--- src/hw/rtl/elmc_pkg.sv ---
`timescale 1ns / 1ps

package elmc_pkg;

    localparam int SAMPLE_BITS = 12;
    localparam int DATA_W      = 16;
    localparam int CFG_W       = 16;
    localparam int CFG_INDEX_W = 2;
    localparam int CUTOFF_W    = 12;
    localparam int ACCEL_W     = 8;
    localparam int PROD_W      = 2 * DATA_W;

    localparam logic [CFG_INDEX_W-1:0] CFG_MENU_PERIOD  = 2'd0;
    localparam logic [CFG_INDEX_W-1:0] CFG_CUTOFF_LEVEL = 2'd1;
    localparam logic [CFG_INDEX_W-1:0] CFG_PWM_MAX      = 2'd2;

    localparam logic [DATA_W-1:0]   MENU_PERIOD_RESET  = 16'd5000;
    localparam logic [CUTOFF_W-1:0] CUTOFF_LEVEL_RESET = 12'd280;
    localparam logic [DATA_W-1:0]   PWM_MAX_RESET      = 16'd1000;

    localparam logic [ACCEL_W-1:0] ACCEL_START   = 8'd125;
    localparam logic [ACCEL_W-1:0] ACCEL_FAST_UP = 8'd150;
    localparam logic [ACCEL_W-1:0] ACCEL_MAX     = 8'd175;
    localparam logic [ACCEL_W-1:0] ACCEL_FAST_DN = 8'd75;
    localparam logic [ACCEL_W-1:0] ACCEL_MIN     = 8'd50;
    localparam logic [DATA_W-1:0]  STEP_FLOOR    = 16'd51;
    localparam logic [DATA_W-1:0]  STEP_EXTRA    = 16'd50;

    // Capacity divides by 3600 = 16 * 225: a shift, then a reciprocal multiply by 1/225.
    localparam int CAP_DIV     = 3600;
    localparam int CAP_SHIFT   = 4;
    localparam int CAP_ODD     = CAP_DIV >> CAP_SHIFT;
    localparam int CAP_X_W     = PROD_W - CAP_SHIFT;
    localparam int CAP_FRAC    = CAP_X_W + 8;
    localparam int CAP_RECIP_W = 29;
    localparam int CAP_QFULL_W = CAP_X_W + CAP_RECIP_W;
    localparam logic [CAP_RECIP_W-1:0] CAP_RECIP =
        CAP_RECIP_W'(((64'd1 << CAP_FRAC) + 64'(CAP_ODD) - 64'd1) / 64'(CAP_ODD));

    typedef enum logic [3:0] {
        MODE_CHOOSE        = 4'd0,
        MODE_EDIT_POWER    = 4'd1,
        MODE_ARM_POWER     = 4'd2,
        MODE_POWER_REG     = 4'd3,
        MODE_EDIT_CURRENT  = 4'd4,
        MODE_ARM_BATTERY   = 4'd5,
        MODE_START_CURRENT = 4'd6,
        MODE_BATTERY_TEST  = 4'd7,
        MODE_BATTERY_DONE  = 4'd8,
        MODE_CURRENT_REG   = 4'd9
    } mode_t;

    typedef struct packed {
        logic [DATA_W-1:0]      pwm_compare;
        logic                   pwm_enable;
        logic [3:0]             menu_state;
        logic [DATA_W-1:0]      current_setpoint;
        logic [DATA_W-1:0]      power_setpoint;
        logic [DATA_W-1:0]      elapsed_count;
        logic [SAMPLE_BITS-1:0] dac_value;
    } result_t;

    typedef struct packed {
        logic [DATA_W-1:0]  value;
        logic [ACCEL_W-1:0] accel;
    } edit_t;

    function automatic edit_t edit_value(input logic [DATA_W-1:0] value,
                                         input logic [ACCEL_W-1:0] accel,
                                         input logic plus, input logic minus);
        edit_t r;
        r.value = value;
        r.accel = accel;
        if (plus)
        begin
            r.value = r.value + 16'd1;
            if (r.accel > ACCEL_FAST_UP && r.value > STEP_FLOOR)
            begin
                r.value = r.value + STEP_EXTRA;
            end
            if (r.accel >= ACCEL_MAX)
            begin
                r.accel = ACCEL_MAX;
            end
            else
            begin
                r.accel = r.accel + 8'd1;
            end
        end
        if (minus)
        begin
            r.value = r.value - 16'd1;
            if (r.accel < ACCEL_FAST_DN && r.value > STEP_FLOOR)
            begin
                r.value = r.value - STEP_EXTRA;
            end
            if (r.accel <= ACCEL_MIN)
            begin
                r.accel = ACCEL_MIN;
            end
            else
            begin
                r.accel = r.accel - 8'd1;
            end
        end
        return r;
    endfunction

endpackage

--- src/hw/rtl/electronic_load_mode_controller_unit.sv ---
`timescale 1ns / 1ps

// Pipeline: three register stages, s1, s2 and the output register; an accepted item
// passes through them in that order before its result can transfer.
// Throughput: one item per cycle; the capacity divide runs as a two-stage multiply pipeline.
// All stages advance together and hold while the result register waits for a transfer.
// Reset (rst_n low, asynchronous) sets mode 6, acceleration 125, clears setpoints, PWM,
// latched samples, time count and capacity, and loads the register defaults.
module electronic_load_mode_controller_unit
(
    input  logic                                clk,
    input  logic                                rst_n,
    input  logic                                cfg_write,
    input  logic [elmc_pkg::CFG_INDEX_W-1:0]    cfg_index,
    input  logic [elmc_pkg::CFG_W-1:0]          cfg_data,
    input  logic                                item_valid,
    output logic                                item_ready,
    input  logic                                start_button,
    input  logic                                plus_button,
    input  logic                                minus_button,
    input  logic                                sample_tick,
    input  logic [elmc_pkg::SAMPLE_BITS-1:0]    power_sample,
    input  logic [elmc_pkg::SAMPLE_BITS-1:0]    current_sample,
    output logic                                result_valid,
    input  logic                                result_ready,
    output logic [elmc_pkg::DATA_W-1:0]         pwm_compare,
    output logic                                pwm_enable,
    output logic [3:0]                          menu_state,
    output logic [elmc_pkg::DATA_W-1:0]         current_setpoint,
    output logic [elmc_pkg::DATA_W-1:0]         power_setpoint,
    output logic [elmc_pkg::DATA_W-1:0]         capacity,
    output logic [elmc_pkg::DATA_W-1:0]         elapsed_count,
    output logic [elmc_pkg::SAMPLE_BITS-1:0]    dac_value
);

    logic [elmc_pkg::DATA_W-1:0]      menu_period_reg;
    logic [elmc_pkg::CUTOFF_W-1:0]    cutoff_level_reg;
    logic [elmc_pkg::DATA_W-1:0]      pwm_max_reg;

    elmc_pkg::mode_t                  mode_reg;
    elmc_pkg::mode_t                  mode_next;
    logic [elmc_pkg::DATA_W-1:0]      divider_reg;
    logic [elmc_pkg::DATA_W-1:0]      divider_next;
    logic [elmc_pkg::ACCEL_W-1:0]     accel_reg;
    logic [elmc_pkg::ACCEL_W-1:0]     accel_next;
    logic [elmc_pkg::DATA_W-1:0]      current_target_reg;
    logic [elmc_pkg::DATA_W-1:0]      current_target_next;
    logic [elmc_pkg::DATA_W-1:0]      power_target_reg;
    logic [elmc_pkg::DATA_W-1:0]      power_target_next;
    logic [elmc_pkg::DATA_W-1:0]      pwm_level_reg;
    logic [elmc_pkg::DATA_W-1:0]      pwm_level_next;
    logic                             pwm_running_reg;
    logic                             pwm_running_next;
    logic [elmc_pkg::SAMPLE_BITS-1:0] latched_power_reg;
    logic [elmc_pkg::SAMPLE_BITS-1:0] latched_power_next;
    logic [elmc_pkg::SAMPLE_BITS-1:0] latched_current_reg;
    logic [elmc_pkg::SAMPLE_BITS-1:0] latched_current_next;
    logic [elmc_pkg::DATA_W-1:0]      time_count_reg;
    logic [elmc_pkg::DATA_W-1:0]      time_count_next;
    logic                             cap_load;

    logic                             advance;
    logic                             accept;
    elmc_pkg::edit_t                  edit;
    logic                             regulate;
    logic [elmc_pkg::DATA_W-1:0]      measured;
    logic [elmc_pkg::DATA_W-1:0]      target;
    elmc_pkg::result_t                res_now;

    logic                             s1_valid_reg;
    elmc_pkg::result_t                s1_res_reg;
    logic [elmc_pkg::PROD_W-1:0]      s1_prod_reg;
    logic                             s1_load_reg;
    logic                             s2_valid_reg;
    elmc_pkg::result_t                s2_res_reg;
    logic [elmc_pkg::CAP_QFULL_W-1:0] s2_quot_reg;
    logic                             s2_load_reg;
    logic                             out_valid_reg;
    elmc_pkg::result_t                out_res_reg;
    logic [elmc_pkg::DATA_W-1:0]      capacity_reg;

    assign advance    = !out_valid_reg || result_ready;
    assign item_ready = advance;
    assign accept     = item_valid && advance;

    always_comb
    begin
        edit                 = '0;
        mode_next            = mode_reg;
        accel_next           = accel_reg;
        current_target_next  = current_target_reg;
        power_target_next    = power_target_reg;
        pwm_running_next     = pwm_running_reg;
        time_count_next      = time_count_reg;
        cap_load             = 1'b0;
        divider_next         = divider_reg + 16'd1;

        if (divider_reg > menu_period_reg)
        begin
            divider_next = 16'd1;
            case (mode_reg)
                elmc_pkg::MODE_CHOOSE:
                begin
                    accel_next = elmc_pkg::ACCEL_START;
                    if (plus_button)
                    begin
                        mode_next = elmc_pkg::MODE_EDIT_POWER;
                    end
                    if (minus_button)
                    begin
                        mode_next = elmc_pkg::MODE_EDIT_CURRENT;
                    end
                end
                elmc_pkg::MODE_EDIT_POWER:
                begin
                    edit = elmc_pkg::edit_value(power_target_reg, accel_reg,
                                                plus_button, minus_button);
                    power_target_next = edit.value;
                    accel_next        = edit.accel;
                    if (start_button)
                    begin
                        mode_next = elmc_pkg::MODE_ARM_POWER;
                    end
                end
                elmc_pkg::MODE_ARM_POWER:
                begin
                    if (plus_button)
                    begin
                        pwm_running_next = 1'b1;
                        mode_next        = elmc_pkg::MODE_POWER_REG;
                    end
                    if (minus_button)
                    begin
                        mode_next = elmc_pkg::MODE_START_CURRENT;
                    end
                end
                elmc_pkg::MODE_POWER_REG:
                begin
                    if (start_button)
                    begin
                        pwm_running_next = 1'b0;
                        mode_next        = elmc_pkg::MODE_START_CURRENT;
                    end
                end
                elmc_pkg::MODE_EDIT_CURRENT:
                begin
                    edit = elmc_pkg::edit_value(current_target_reg, accel_reg,
                                                plus_button, minus_button);
                    current_target_next = edit.value;
                    accel_next          = edit.accel;
                    if (start_button)
                    begin
                        mode_next = elmc_pkg::MODE_ARM_BATTERY;
                    end
                end
                elmc_pkg::MODE_ARM_BATTERY:
                begin
                    if (plus_button)
                    begin
                        pwm_running_next = 1'b1;
                        time_count_next  = '0;
                        mode_next        = elmc_pkg::MODE_BATTERY_TEST;
                    end
                    if (minus_button)
                    begin
                        mode_next = elmc_pkg::MODE_START_CURRENT;
                    end
                end
                elmc_pkg::MODE_START_CURRENT:
                begin
                    pwm_running_next = 1'b1;
                    mode_next        = elmc_pkg::MODE_CURRENT_REG;
                end
                elmc_pkg::MODE_BATTERY_TEST:
                begin
                    if (latched_power_reg < cutoff_level_reg)
                    begin
                        pwm_running_next = 1'b0;
                        cap_load         = 1'b1;
                        mode_next        = elmc_pkg::MODE_BATTERY_DONE;
                    end
                    if (start_button && !plus_button)
                    begin
                        pwm_running_next = 1'b0;
                        mode_next        = elmc_pkg::MODE_START_CURRENT;
                    end
                end
                elmc_pkg::MODE_BATTERY_DONE:
                begin
                    if (start_button)
                    begin
                        mode_next = elmc_pkg::MODE_START_CURRENT;
                    end
                end
                elmc_pkg::MODE_CURRENT_REG:
                begin
                    if (start_button)
                    begin
                        pwm_running_next = 1'b0;
                        mode_next        = elmc_pkg::MODE_CHOOSE;
                    end
                    edit = elmc_pkg::edit_value(current_target_reg, accel_reg,
                                                plus_button, minus_button);
                    current_target_next = edit.value;
                    accel_next          = edit.accel;
                end
                default:
                begin
                    mode_next = mode_reg;
                end
            endcase
        end

        regulate = 1'b0;
        measured = elmc_pkg::DATA_W'(latched_current_reg);
        target   = current_target_next;
        if (mode_next == elmc_pkg::MODE_POWER_REG)
        begin
            regulate = 1'b1;
            measured = elmc_pkg::DATA_W'(latched_power_reg);
            target   = power_target_next;
        end
        else if (mode_next == elmc_pkg::MODE_CURRENT_REG
                 || mode_next == elmc_pkg::MODE_BATTERY_TEST)
        begin
            regulate = 1'b1;
        end

        pwm_level_next = pwm_level_reg;
        if (regulate)
        begin
            if (measured > target && pwm_level_reg > 16'd1)
            begin
                pwm_level_next = pwm_level_reg - 16'd1;
            end
            else if (measured < target && pwm_level_reg < pwm_max_reg)
            begin
                pwm_level_next = pwm_level_reg + 16'd1;
            end
        end

        latched_power_next   = latched_power_reg;
        latched_current_next = latched_current_reg;
        if (sample_tick)
        begin
            latched_power_next   = power_sample;
            latched_current_next = current_sample;
            time_count_next      = time_count_next + 16'd1;
        end

        res_now.pwm_compare      = pwm_level_next;
        res_now.pwm_enable       = pwm_running_next;
        res_now.menu_state       = mode_next;
        res_now.current_setpoint = current_target_next;
        res_now.power_setpoint   = power_target_next;
        res_now.elapsed_count    = time_count_next;
        res_now.dac_value        = latched_current_reg;
    end

    always_ff @(posedge clk or negedge rst_n)
    begin
        if (!rst_n)
        begin
            menu_period_reg  <= elmc_pkg::MENU_PERIOD_RESET;
            cutoff_level_reg <= elmc_pkg::CUTOFF_LEVEL_RESET;
            pwm_max_reg      <= elmc_pkg::PWM_MAX_RESET;
        end
        else if (cfg_write)
        begin
            case (cfg_index)
                elmc_pkg::CFG_MENU_PERIOD:  menu_period_reg  <= cfg_data;
                elmc_pkg::CFG_CUTOFF_LEVEL: cutoff_level_reg <= cfg_data[elmc_pkg::CUTOFF_W-1:0];
                elmc_pkg::CFG_PWM_MAX:      pwm_max_reg      <= cfg_data;
                default:                    menu_period_reg  <= menu_period_reg;
            endcase
        end
    end

    always_ff @(posedge clk or negedge rst_n)
    begin
        if (!rst_n)
        begin
            mode_reg            <= elmc_pkg::MODE_START_CURRENT;
            divider_reg         <= '0;
            accel_reg           <= elmc_pkg::ACCEL_START;
            current_target_reg  <= '0;
            power_target_reg    <= '0;
            pwm_level_reg       <= '0;
            pwm_running_reg     <= 1'b0;
            latched_power_reg   <= '0;
            latched_current_reg <= '0;
            time_count_reg      <= '0;
        end
        else if (accept)
        begin
            mode_reg            <= mode_next;
            divider_reg         <= divider_next;
            accel_reg           <= accel_next;
            current_target_reg  <= current_target_next;
            power_target_reg    <= power_target_next;
            pwm_level_reg       <= pwm_level_next;
            pwm_running_reg     <= pwm_running_next;
            latched_power_reg   <= latched_power_next;
            latched_current_reg <= latched_current_next;
            time_count_reg      <= time_count_next;
        end
    end

    always_ff @(posedge clk or negedge rst_n)
    begin
        if (!rst_n)
        begin
            s1_valid_reg  <= 1'b0;
            s2_valid_reg  <= 1'b0;
            out_valid_reg <= 1'b0;
            capacity_reg  <= '0;
        end
        else if (advance)
        begin
            s1_valid_reg  <= accept;
            s2_valid_reg  <= s1_valid_reg;
            out_valid_reg <= s2_valid_reg;
            if (s2_valid_reg && s2_load_reg)
            begin
                capacity_reg <= s2_quot_reg[elmc_pkg::CAP_FRAC +: elmc_pkg::DATA_W];
            end
        end
    end

    // The product uses the target and time count as they stood before this transfer.
    always_ff @(posedge clk)
    begin
        if (advance)
        begin
            s1_res_reg  <= res_now;
            s1_prod_reg <= elmc_pkg::PROD_W'(current_target_reg)
                           * elmc_pkg::PROD_W'(time_count_reg);
            s1_load_reg <= accept && cap_load;
            s2_res_reg  <= s1_res_reg;
            s2_quot_reg <= elmc_pkg::CAP_QFULL_W'(s1_prod_reg[elmc_pkg::PROD_W-1:elmc_pkg::CAP_SHIFT])
                           * elmc_pkg::CAP_QFULL_W'(elmc_pkg::CAP_RECIP);
            s2_load_reg <= s1_valid_reg && s1_load_reg;
            out_res_reg <= s2_res_reg;
        end
    end

    assign result_valid     = out_valid_reg;
    assign pwm_compare      = out_res_reg.pwm_compare;
    assign pwm_enable       = out_res_reg.pwm_enable;
    assign menu_state       = out_res_reg.menu_state;
    assign current_setpoint = out_res_reg.current_setpoint;
    assign power_setpoint   = out_res_reg.power_setpoint;
    assign capacity         = capacity_reg;
    assign elapsed_count    = out_res_reg.elapsed_count;
    assign dac_value        = out_res_reg.dac_value;

endmodule
--- config.mk ---
export PLATFORM = sky130hd
export DESIGN_NAME = electronic_load_mode_controller_unit
export DESIGN_NICKNAME = d
export VERILOG_FILES = /design/src/hw/rtl/elmc_pkg.sv /design/src/hw/rtl/electronic_load_mode_controller_unit.sv
export SDC_FILE = /design/constraint.sdc
export NUM_CORES = 2
export LEC_CHECK = 0
export CORE_ASPECT_RATIO = 1.1
export CORE_MARGIN = 2
export CORE_UTILIZATION = 50
export CTS_BUF_LIST = sky130_fd_sc_hd__clkbuf_8
export DETAILED_ROUTE_END_ITERATION = 12
export DONT_BUFFER_PORTS = 1
export GPL_TIMING_DRIVEN = 0
export PLACE_DENSITY = 0.64
export SYNTH_ARGS = -nofsm -noshare
export SYNTH_HDL_FRONTEND = slang
export SYNTH_SLANG_ARGS = --single-unit
--- constraint.sdc ---
create_clock -name clk -period 25.7 [get_ports clk]
set_input_delay 5.14 -clock clk [delete_from_list [all_inputs] [get_ports clk]]
set_output_delay 5.14 -clock clk [all_outputs]
set_load 0.01 [all_outputs]
Yosys cells after proc, flatten, opt, wreduce, memory -nomap -nowiden
Cells that the tools add are included.

Register bits after elaboration: 509. Input bits: 51. Output and inout bits: 99. Logic and storage cells: 183.

Add/subtract/negate cells: 18. Multipliers: 2. Order comparisons: 19. Equal/unequal tests: 14. Multiplexer cells: 60. Reduce and logical (&&, ||, !) cells: 28.

Operators by type and width (number): 16-bit 2-to-1 mux (17); 24-bit 2-to-1 mux (11); 16-bit by 1-bit adder with 16-bit output, second input constant (5); 16-bit by 6-bit greater-than comparator with 1-bit output, second input constant (5); 16-bit by 1-bit subtractor with 16-bit output, second input constant (4); 28-bit by 29-bit multiplier with 52-bit output, second input constant (1); 4-bit 2-to-1 mux (13); 16-bit by 6-bit subtractor with 16-bit output, second input constant (3); 4-bit case mux with 9 select lines (1); 16-bit by 6-bit adder with 16-bit output, second input constant (2); 16-bit greater-than comparator (2); 16-bit less-than comparator (2); 16-bit by 16-bit multiplier with 32-bit output (1); 8-bit 2-to-1 mux (4); 16-bit case mux with 2 select lines (1); 8-bit case mux with 4 select lines (1); 8-bit by 6-bit less-or-equal comparator with 1-bit output, second input constant (3); 8-bit by 7-bit less-than comparator with 1-bit output, second input constant (3); 8-bit by 1-bit subtractor with 8-bit output, second input constant (3); 4-bit by 3-bit == test with 1-bit output, second input constant (5); 16-bit by 1-bit greater-than comparator with 1-bit output, second input constant (1); 4-bit by 2-bit == test with 1-bit output, second input constant (3); 4-bit == test, second input constant (3); 1-bit logical AND (12); other kinds (18) (35).

Logic depth before layout (Yosys ltp)
Word-level depth: 20. Mapped depth: 46. Depth with buffers taken out: 40.

Worst setup path before layout
No wires, ideal clock.

Kind: input to output. Start point: in result_ready. End point: out item_ready. Arrival: 12.212 ns. Required time: 20.560 ns. Path slack: 8.348 ns. Stages on the path: 1. Path buffers: 0. Cells stage by stage: nand2b_1.

Longest elaborated chain between the ends: 1.

RTL lines: start, declared (RTL line electronic_load_mode_controller_unit.sv:25) `input logic result_ready,`; 1-bit logical OR (RTL line electronic_load_mode_controller_unit.sv:82) `assign advance = !out_valid_reg || result_ready;`; end, declared (RTL line electronic_load_mode_controller_unit.sv:17) `output logic item_ready,`.

No other way between the ends.

Worst setup path in the final report
Start point: in plus_button. End point: reg s1_res_reg[76] (netlist name), data pin.

Longest elaborated chain between the ends: 16. Elaborated cells on any way between the ends: 59. Those cells by class: add/sub (6); order compare (8); eq/ne (3); mux (34); reduce/logical (8).

RTL lines: start, declared (RTL line electronic_load_mode_controller_unit.sv:19) `input logic plus_button,`; 24-bit 2-to-1 mux * (RTL line elmc_pkg.sv:74) `if (plus)`; 24-bit 2-to-1 mux (RTL line electronic_load_mode_controller_unit.sv:101) `case (mode_reg)`; 24-bit 2-to-1 mux (RTL line electronic_load_mode_controller_unit.sv:98) `if (divider_reg > menu_period_reg)`; 16-bit by 1-bit subtractor with 16-bit output (RTL line elmc_pkg.sv:92) `r.value = r.value - 16'd1;`; 16-bit by 6-bit greater-than comparator with 1-bit output (RTL line elmc_pkg.sv:93) `if (r.accel < ACCEL_FAST_DN && r.value > STEP_FLOOR)`; 1-bit logical AND (RTL line elmc_pkg.sv:93); 16-bit 2-to-1 mux (RTL line elmc_pkg.sv:93); 24-bit 2-to-1 mux (RTL line elmc_pkg.sv:90) `if (minus)`; [2 not listed]; via current_target_next, one bit (RTL line electronic_load_mode_controller_unit.sv:47) `logic [elmc_pkg::DATA_W-1:0] current_target_next;`; 16-bit 2-to-1 mux * (RTL line electronic_load_mode_controller_unit.sv:217) `if (mode_next == elmc_pkg::MODE_POWER_REG)`; 16-bit less-than comparator (RTL line electronic_load_mode_controller_unit.sv:236) `else if (measured < target && pwm_level_reg < pwm_max_reg)`; 1-bit logical AND (RTL line electronic_load_mode_controller_unit.sv:236); 16-bit 2-to-1 mux (RTL line electronic_load_mode_controller_unit.sv:236); 16-bit 2-to-1 mux * (RTL line electronic_load_mode_controller_unit.sv:232) `if (measured > target && pwm_level_reg > 16'd1)`; 16-bit 2-to-1 mux * (RTL line electronic_load_mode_controller_unit.sv:230) `if (regulate)`; via pwm_level_next, one bit (RTL line electronic_load_mode_controller_unit.sv:51) `logic [elmc_pkg::DATA_W-1:0] pwm_level_next;`; end signal, assigned (RTL line electronic_load_mode_controller_unit.sv:335) `s1_res_reg <= res_now;`; end, declared (RTL line electronic_load_mode_controller_unit.sv:71) `elmc_pkg::result_t s1_res_reg;`.

Mark *: on every way through the listed nets, which the timed path passes. The rest lies on a longest branch. The select of a mux whose other input is x is not followed. A chain may end at the register's enable or synchronous reset.

==> flow_summary.yaml <==
run_status:
  status: "finished, final reports clean"
drt:
  routed_wl_um: 123000
  drcViolationCount: 0
  wl_per_cell_um: 21.4
  drt-pass1-iter-count: 6
  first_iter_violations: 2468
  vias: 32500
  vias_per_cell: 5.66
  ant_nets: 0
logic_synthesis:
  synth_flop_cell: "edfxtp_1"
  synthArstFlopShare: 0.384
  synth_cell_type_count: 113
  synth-seq-cells: 469
  synth_area_um2: 45300
  ys_seq_area_frac: 0.292
  syn-num-nets: 5400
  ys_warn_count: 0
  synth-edff-count: 289
  syn_area_per_cell_um2: 10.3
  syn_inst: 4408
floorplanning:
  placement_rows: 115
  coreArea_um2: 89600
  dieArea_um2: 93000
  ios: 150
  die_w_um: 291
  start_util: 0.505
  die_height_um: 320
grt:
  gr-usage-met1: 0.353
  grt_util_met2: 0.454
  track_usage: 0.269
  grt_antenna_before_repair: 4
  met3_usage: 0.0377
  grt_max_degree: 181
  busiest_layer: "met2"
  grt_pass1_wl_um: 193000
  grt_pass1_vias: 33500
  overflow: 0
min_path:
  hp-start: "s1_res_reg[23]"
  whs_path_depth: 0
  hold_path.class: "reg -> reg"
clocking:
  clk_pin_slew_worst_paths_ns: 0.06
  hold_buffers: 0
  insertion_delay_ns: 0.74
  postCtsSetupBuffers: 0
  cts-htree-levels: 3
  cts_tree: "yes"
  cts_buffer_depth: 3
  numClockSinks: 469
  post_cts_resized: 0
  numCtsBuffers: 82
  clockRootBuffer: "clkbuf_8"
timing:
  clock_skew_ns: 0.0894
  setup_viol: 0
  slew_headroom: 0.181
  fin_tns_setup_ns: 0
  hold_violations: 0
  min_period_over_period: 0.746
  maxSlewViolCount: 0
  rsz0062_at_grt: "no"
  fmax_mhz: 52.2
  fin_crit_ns: 19.17
  tightest_slew_ns: 1.22
layout:
  final_area_um2: 48600
  drive_above_1_share: 0.0826
  instances_no_fill: 5736
  final_cell_mix: "inv_1, ha_1, fa_1"
  layout_commonest_cell: "inv_1"
  layout.nets: 5488
  syn_to_final_growth_pct: 7.36
placement:
  place.gp.congestion: 0.930
  placed_area_um2: 46900
  dp_hpwl_um: 97300
  placed_cells: 5582
  io_buffers: 0
worst_setup_path:
  critPathLaunch: "plus_button"
  crit_path_start_kind: "input port"
  path_max_fanout: 10
  cpMostUsedCell: "clkbuf_1"
  cp_data_arrival_time_ns: 19.61
  worstSetupPathDepth: 43
  worst_setup_path_end_kind: "flop"
  r2r_cells: 44
  crit_family: "buffers and inverters"
  crit_required_ns: 26.14
  rr_startpoint: "accel_reg[0]"
  cp_num_buf_inv: 10
  cp_slowest_cell: "a21oi_1"
  critPathMaxStageDelay_ns: 0.93
  crit_type: "in -> reg"
run:
  maxCapViolCount: 0
[final cells by class]
class	instances	area, µm²
Multi-Input combinational cell	3000	28500
Tap cell	1170	1460
Antenna cell	1	2.50
Timing Repair Buffer	4	110
Buffer	199	851
Clock buffer	86	1180
Inverter	740	2780
Clock inverter	67	566
Fill cell	7962	41000
Sequential cell	469	13200
[kinds of logic (layout without fill, tap and decap cells)]
group,after synthesis,after routing,share of synthesized area
other,0,1,0
adders and majority gates,942,942,0.337
DFF,469,469,0.292
buffers and inverters,939,1096,0.0801
and+or+nand+nor,1115,1115,0.123
xor gates and xnor gates,195,195,0.0377
muxes,137,137,0.0333
AOI/OAI and AO/OA,611,611,0.0970
[through the flow]
step	utilization	setup slack (ns)	hold WS (ns)
2_1_floorplan	-	8.35	0.400
3_3_place_gp	0.522	5.42	0.402
3_5_place_dp	0.523	6.35	0.405
4_1_cts	0.542	7.03	0.391
5_1_grt	0.543	5.95	0.398
6_report	0.543	6.53	0.382
[worst paths after layout]
check	to	slack (ns)
hold reg to reg	s2_res_reg[23]	0.38
setup / recovery	s1_res_reg[76]	6.53
hold / removal	s2_res_reg[23]	0.38
setup reg to reg	s1_res_reg[76]	13.35
min in group asynchronous	pwm_level_reg[2]	4.15
max in group asynchronous	accel_reg[6]	21.20
[synthesized netlist by cell type, drive strengths merged, types with 16 or more instances]
library cell  number  area [µm²]
a211oi            31         250
a21o              49         368
a21oi            117         597
a221oi            18         219
a31oi             16         115
and2             110         688
and3              38         238
buf               64         343
clkbuf           135         508
dfrtp            158        3950
dfstp             22         578
edfxtp           289        8680
fa               464        9290
ha               477        5970
inv              740        2780
mux2             108        1220
mux2i             29         294
nand2            425        1600
nand2b            24         150
nand3             83         420
nand4             42         284
nor2             173         652
nor2b             22         138
nor3              69         365
nor4              29         233
o211ai            18         135
o21a              25         188
o21ai            123         619
o221ai            19         173
o22ai             17         106
o31ai             22         170
or2               17         106
or3               23         154
xnor2            126        1100
xor2              69         604
[worst register-to-register path, delay by kind of cell, from the launching register on]
family / cells / cell delay [ns]
AO/OA/AOI/OAI: 20 / 5.82
buffers and inverters: 6 / 1.78
multiplexers: 3 / 0.65
AND/OR/NAND/NOR: 10 / 2.04
XOR/XNOR: 2 / 0.34
flip-flops: 1 / 0.58
adder cells (fa/ha/maj): 3 / 0.84
[metal layers]
layer  vias to the layer above  routed length (µm)
met5                         -                  11
met3                       269                7280
met2                      1061               59000
met4                         2                4650
li1                      15000                   -
met1                     16100               51700
Power is not shown: default switching activity piles up to over one toggle a cycle in this logic, so the estimate is an artifact.
